[src/rtl/bf3_pkg.sv]
// ----------------------------------------------------------------------------
// bf3_pkg
// Shared types and constants for the 3x3 RGB box filter.
// ----------------------------------------------------------------------------
`default_nettype none

package bf3_pkg;

   localparam logic       CMD_PIXEL  = 1'b0;
   localparam logic       CMD_FLUSH  = 1'b1;
   localparam int         SIZE_BITS  = 11;
   localparam int         SIZE_RESET = 64;
   localparam int         SIZE_MIN   = 2;

   typedef enum logic [4:0] {
      ST_IDLE   = 5'b00001,
      ST_UPDATE = 5'b00010,
      ST_SUM    = 5'b00100,
      ST_DIV    = 5'b01000,
      ST_DONE   = 5'b10000
   } state_type;

   // controller -> datapath
   typedef struct packed {
      logic clear;   // restart frame, load new size
      logic load;    // capture request
      logic update;  // shift window, write line stores, advance input position
      logic sum;     // form clipped sums and reciprocal
      logic div;     // reciprocal multiply into quotient register
      logic emit;    // load result register, advance output position
   } cmd_type;

   // datapath -> controller
   typedef struct packed {
      logic in_done;   // all pixels of the frame are in
      logic emit_due;  // the pending update yields a result
      logic last_due;  // next result closes the frame
   } status_type;

endpackage

`default_nettype wire

[src/rtl/bf3_ctrl.sv]
// ----------------------------------------------------------------------------
// bf3_ctrl
// Sequencer: one request at a time through update, sum, divide, output.
// ----------------------------------------------------------------------------
`default_nettype none

module bf3_ctrl (
   input  wire logic                clock,
   input  wire logic                reset,
   input  wire logic                req_valid,
   input  wire logic                req_cmd,
   output logic                     req_stall,
   output logic                     rsp_valid,
   input  wire logic                rsp_stall,
   input  wire logic                csr_valid,
   output logic                     csr_ready,
   input  wire bf3_pkg::status_type sts,
   output bf3_pkg::cmd_type         cmd
);

   bf3_pkg::state_type state_ff, state_in;
   logic               rsp_valid_ff, rsp_valid_in;
   logic               out_free;

   assign req_stall = (state_ff != bf3_pkg::ST_IDLE);
   assign csr_ready = (state_ff == bf3_pkg::ST_IDLE);
   assign rsp_valid = rsp_valid_ff;
   assign out_free  = !rsp_valid_ff || !rsp_stall;

   always_comb begin
      state_in     = state_ff;
      rsp_valid_in = rsp_valid_ff && rsp_stall;
      cmd          = '0;
      case (state_ff)
         bf3_pkg::ST_IDLE: begin
            cmd.clear = csr_valid;
            if (req_valid) begin
               // early flush is dropped without effect
               if (!(req_cmd == bf3_pkg::CMD_FLUSH && !sts.in_done)) begin
                  cmd.load = 1'b1;
                  state_in = bf3_pkg::ST_UPDATE;
               end
            end
         end
         bf3_pkg::ST_UPDATE: begin
            cmd.update = 1'b1;
            state_in   = sts.emit_due ? bf3_pkg::ST_SUM : bf3_pkg::ST_IDLE;
         end
         bf3_pkg::ST_SUM: begin
            cmd.sum  = 1'b1;
            state_in = bf3_pkg::ST_DIV;
         end
         bf3_pkg::ST_DIV: begin
            cmd.div  = 1'b1;
            state_in = bf3_pkg::ST_DONE;
         end
         bf3_pkg::ST_DONE: begin
            if (out_free) begin
               cmd.emit     = 1'b1;
               rsp_valid_in = 1'b1;
               state_in     = bf3_pkg::ST_IDLE;
            end
         end
         default: begin
            state_in = bf3_pkg::ST_IDLE;
         end
      endcase
   end

   always_ff @(posedge clock) begin
      if (reset) begin
         state_ff     <= bf3_pkg::ST_IDLE;
         rsp_valid_ff <= 1'b0;
      end else begin
         state_ff     <= state_in;
         rsp_valid_ff <= rsp_valid_in;
      end
   end

endmodule

`default_nettype wire

[config.mk]
export PLATFORM = sky130hd
export DESIGN_NAME = bf3_ctrl
export DESIGN_NICKNAME = d
export VERILOG_FILES = /design/src/rtl/bf3_pkg.sv /design/src/rtl/bf3_ctrl.sv
export SDC_FILE = /design/constraint.sdc
export NUM_CORES = 1
export LEC_CHECK = 0
export BUFFER_PORTS_ARGS = -buffer_cell sky130_fd_sc_hd__buf_2
export CAP_MARGIN = 20
export CORE_AREA = 2 2 39 41
export DETAILED_ROUTE_END_ITERATION = 7
export DIE_AREA = 0 0 41 43
export PLACE_DENSITY = 0.47
export SETUP_SLACK_MARGIN = 0.1
export SYNTH_ARGS = -nofsm -noshare
export SYNTH_HDL_FRONTEND = slang
export SYNTH_SLANG_ARGS = --single-unit
[constraint.sdc]
create_clock -name clock -period 2.5 [get_ports clock]
set_input_delay 0.125 -clock clock [delete_from_list [all_inputs] [get_ports clock]]
set_output_delay 0.125 -clock clock [all_outputs]
set_load 0.01 [all_outputs]
==> results.md <==
* Status: complete, no violations
* Max Fanout on Critical Path at 5
* Power Dens Cells at between 600 and 700 nW/um^2
* Initial antenna violation count at 0
* Sequential share of the synthesized area at a little under two fifths
* Ant. Diodes at 0
* Post-CTS setup buffer count at 0
* Hold path depth at 2
* Cell count after placement at 64
* TritonCTS buffer count at 3
* Fmax at roughly 0.55 GHz
* Initial Utilization at 23.15%
* Critical R2R Launch: state_ff[1]$_SDFFE_PP0P_
* Area leader, netlist: dfxtp_1
* Post-Syn Area per Cell at 9.421 um^2
* Initial DRT Pass Iterations at 2
* Final WL at 649 um
* Setup slack, reg-to-reg at 0.84 ns
* Final Slew Violations at 0
* Total Neg Setup Slack at 0 ns
* Number of synthesized register bits at 6
* DIE WIDTH at ~41 um
* Library cells used by synthesis at 23
* WHS Endpoint: rsp_valid$_SDFF_PP0_
* CTS root buf: clkbuf_4
* Nets at 62
* Util after Layout at 30.65%
* R2R depth at 4
* Synthesized Nets at 43
* Core area at 1384 um^2
* Number of global-route vias before repair at between 200 and 300
* Place WS at 0.8620 ns
* Final Non-Filler Cells at 67
* Post-DP HPWL at 521.6 um
* Worst flop-to-flop path endpoint: state_ff[0]$_SDFFE_PP1P_
* GRT Residual Overflow at 0
* First-pass GRT wire length at around 1 mm
* Yosys top cell area share at 37.50%
* Worst path arrival time at 1.69 ns
* RSZ-0062 raised after global routing: no
* Setup CP Type: flop to output pin
* Post-cts sizing count at 0
* Max Cap Violations at 0
* Post-synth ARST share at 0%
* CTS Buffer Depth at 2
* Post-Synthesis Cell Area at 320.3 um^2
* Top area cells in the synthesized netlist: dfxtp_1, clkinv_8, nor3_1
* TritonCTS clock tree: done
* Layout area overhead at 32.42%
* Cells after Synth at 34
* H-tree depth at 1
* Final hold vios at 0
* Crit. End Element: output pin
* Post-CTS Hold Buffers at 0
* Worst vdd ir at about 220 uV
* Antenna-violating nets left at 0
* DR iter-0 viols at 3
* Leakage Power at between 0.0002 and 0.00025 uW
* DR vias/cell at 4.403
* Gpl congestion at 0.6665
* Fillers at approximately 160
* Row cnt at 14
* Clk sinks at 6
* HP Start: reset
* Startpoint types: flop
* Slew @ Worst Pin at 0.6597 ns
* Die H at approximately 43 um
* WP data required at about 2.4 ns
* Setup slack after layout at 0.6804 ns
* Crit path time final at about 1.8 ns
* Clock latency on the worst-skew pair at roughly 0.24 ns
* I/O pin count at 18
* Rel. slew slack at about 56%
* Ys flop type: dfxtp_1
* Clock transition at the registers of the reported paths at ~0.040 ns
* Pwr Total at approximately 290 uW
* Count of final setup violators at 0
* Ys Warns at 0
* DIE AREA at roughly 1800 um^2
* Largest net degree at the start of global routing at 6
* Crit share post-route at 72.78%
* Post-synth EDFFs at 0
* Via count at 295
* Path type of the worst min-delay path: primary input to flop
* DRC viols at 0
* Tot GR Track Use at 9.063%
* DR WL/cell at between 9 and 10 um
* # port buffers at 16
* Clock Skew at between 0.004 and 0.005 ns
* Layout cells sized above 1 at between 50% and 60%
==> layout make-up <==
type                       instances  area (um^2)  area share (%)
sequential                         6        120.1           28.32
clock buffer                       3        22.52           5.310
inverter                           3        23.77           5.605
multi-input combinational         23        157.7           37.17
tap                               16        20.02           4.720
timing repair buffer              16        80.08           18.88
==> power breakdown <==
group | total, uW | switching, uW | internal (uW)
Sequential | 110 | 5.76 | 104
Clock | 88.3 | 34.0 | 54.2
Combinational | 92.2 | 48.1 | 44.1
Total | 290 | 87.9 | 202
==> worst max-delay path, stage by stage, from the launching register on <==
cell      delay [ns]
dfxtp_1         0.31
or2_4           0.26
or4b_4          0.56
clkinv_8        0.07
and2_2          0.12
buf_2           0.12
==> logic make-up after synthesis <==
kind of cell | count (synthesis) | synth area share [%]
compound gates | 6 | 14.45
flops | 6 | 37.50
buf+inv | 5 | 13.28
simple gates | 17 | 34.77
==> synthesized netlist by cell type (all sizes together) (2+ instances only) <==
library cell,number
nor3,3
or3,2
nand2,2
dfxtp,6
a21oi,2
buf,2
inv,2
nor2,2
==> registers in the layout, indices dropped and copies added (netlist names) <==
signal and count:
rsp_valid 1, state_ff 5
==> cell usage in the layout (no fill, tap or decap) <==
cell / n
a211oi_2: 1
a21o_2: 1
a21oi_1: 2
a41o_1: 1
and2_2: 1
buf_2: 16
clkbuf_4: 3
clkinv_8: 1
dfxtp_1: 6
inv_1: 2
nand2_1: 2
nand2b_1: 1
nor2_1: 2
nor3_1: 3
nor3b_1: 1
nor4_1: 1
nor4b_1: 1
o21ai_0: 1
or2_4: 1
or3_1: 1
or3_2: 1
or3b_2: 1
or4b_4: 1
==> layer usage <==
layer	wire [um]	share of wire (%)	global-route usage, %
met4	19	2.9	6.000
met1	295	45	9.416
met3	50	7.7	4.712
met2	283	44	13.44
met5	0	0	0
==> worst max path at each step <==
stage,startpoint,end,slack (ns),depth (start not counted)
finish,state_ff[1]$_SDFFE_PP0P_,cmd[5],0.68,5
CTS,state_ff[1]$_SDFFE_PP0P_,cmd[5],0.66,5
global placement,state_ff[1]$_SDFFE_PP0P_,state_ff[0]$_SDFFE_PP1P_,0.86,5
floorplan,state_ff[1]$_SDFFE_PP0P_,state_ff[0]$_SDFFE_PP1P_,0.86,6
global route,state_ff[1]$_SDFFE_PP0P_,cmd[5],0.62,5
detailed placement,state_ff[1]$_SDFFE_PP0P_,state_ff[0]$_SDFFE_PP1P_,0.86,5
==> per-stage QoR <==
step | hold slack, ns | instance area (um^2)
final | 0.07962 | 424.2
after global routing | 0.09106 | 424.2
after CTS | 0.07470 | 424.2
after detailed placement | 0.3346 | 401.6
after global placement | 0.3359 | 401.6
after floorplan | 0.1941 | 320.3
Power figures use the tool's default switching activity.
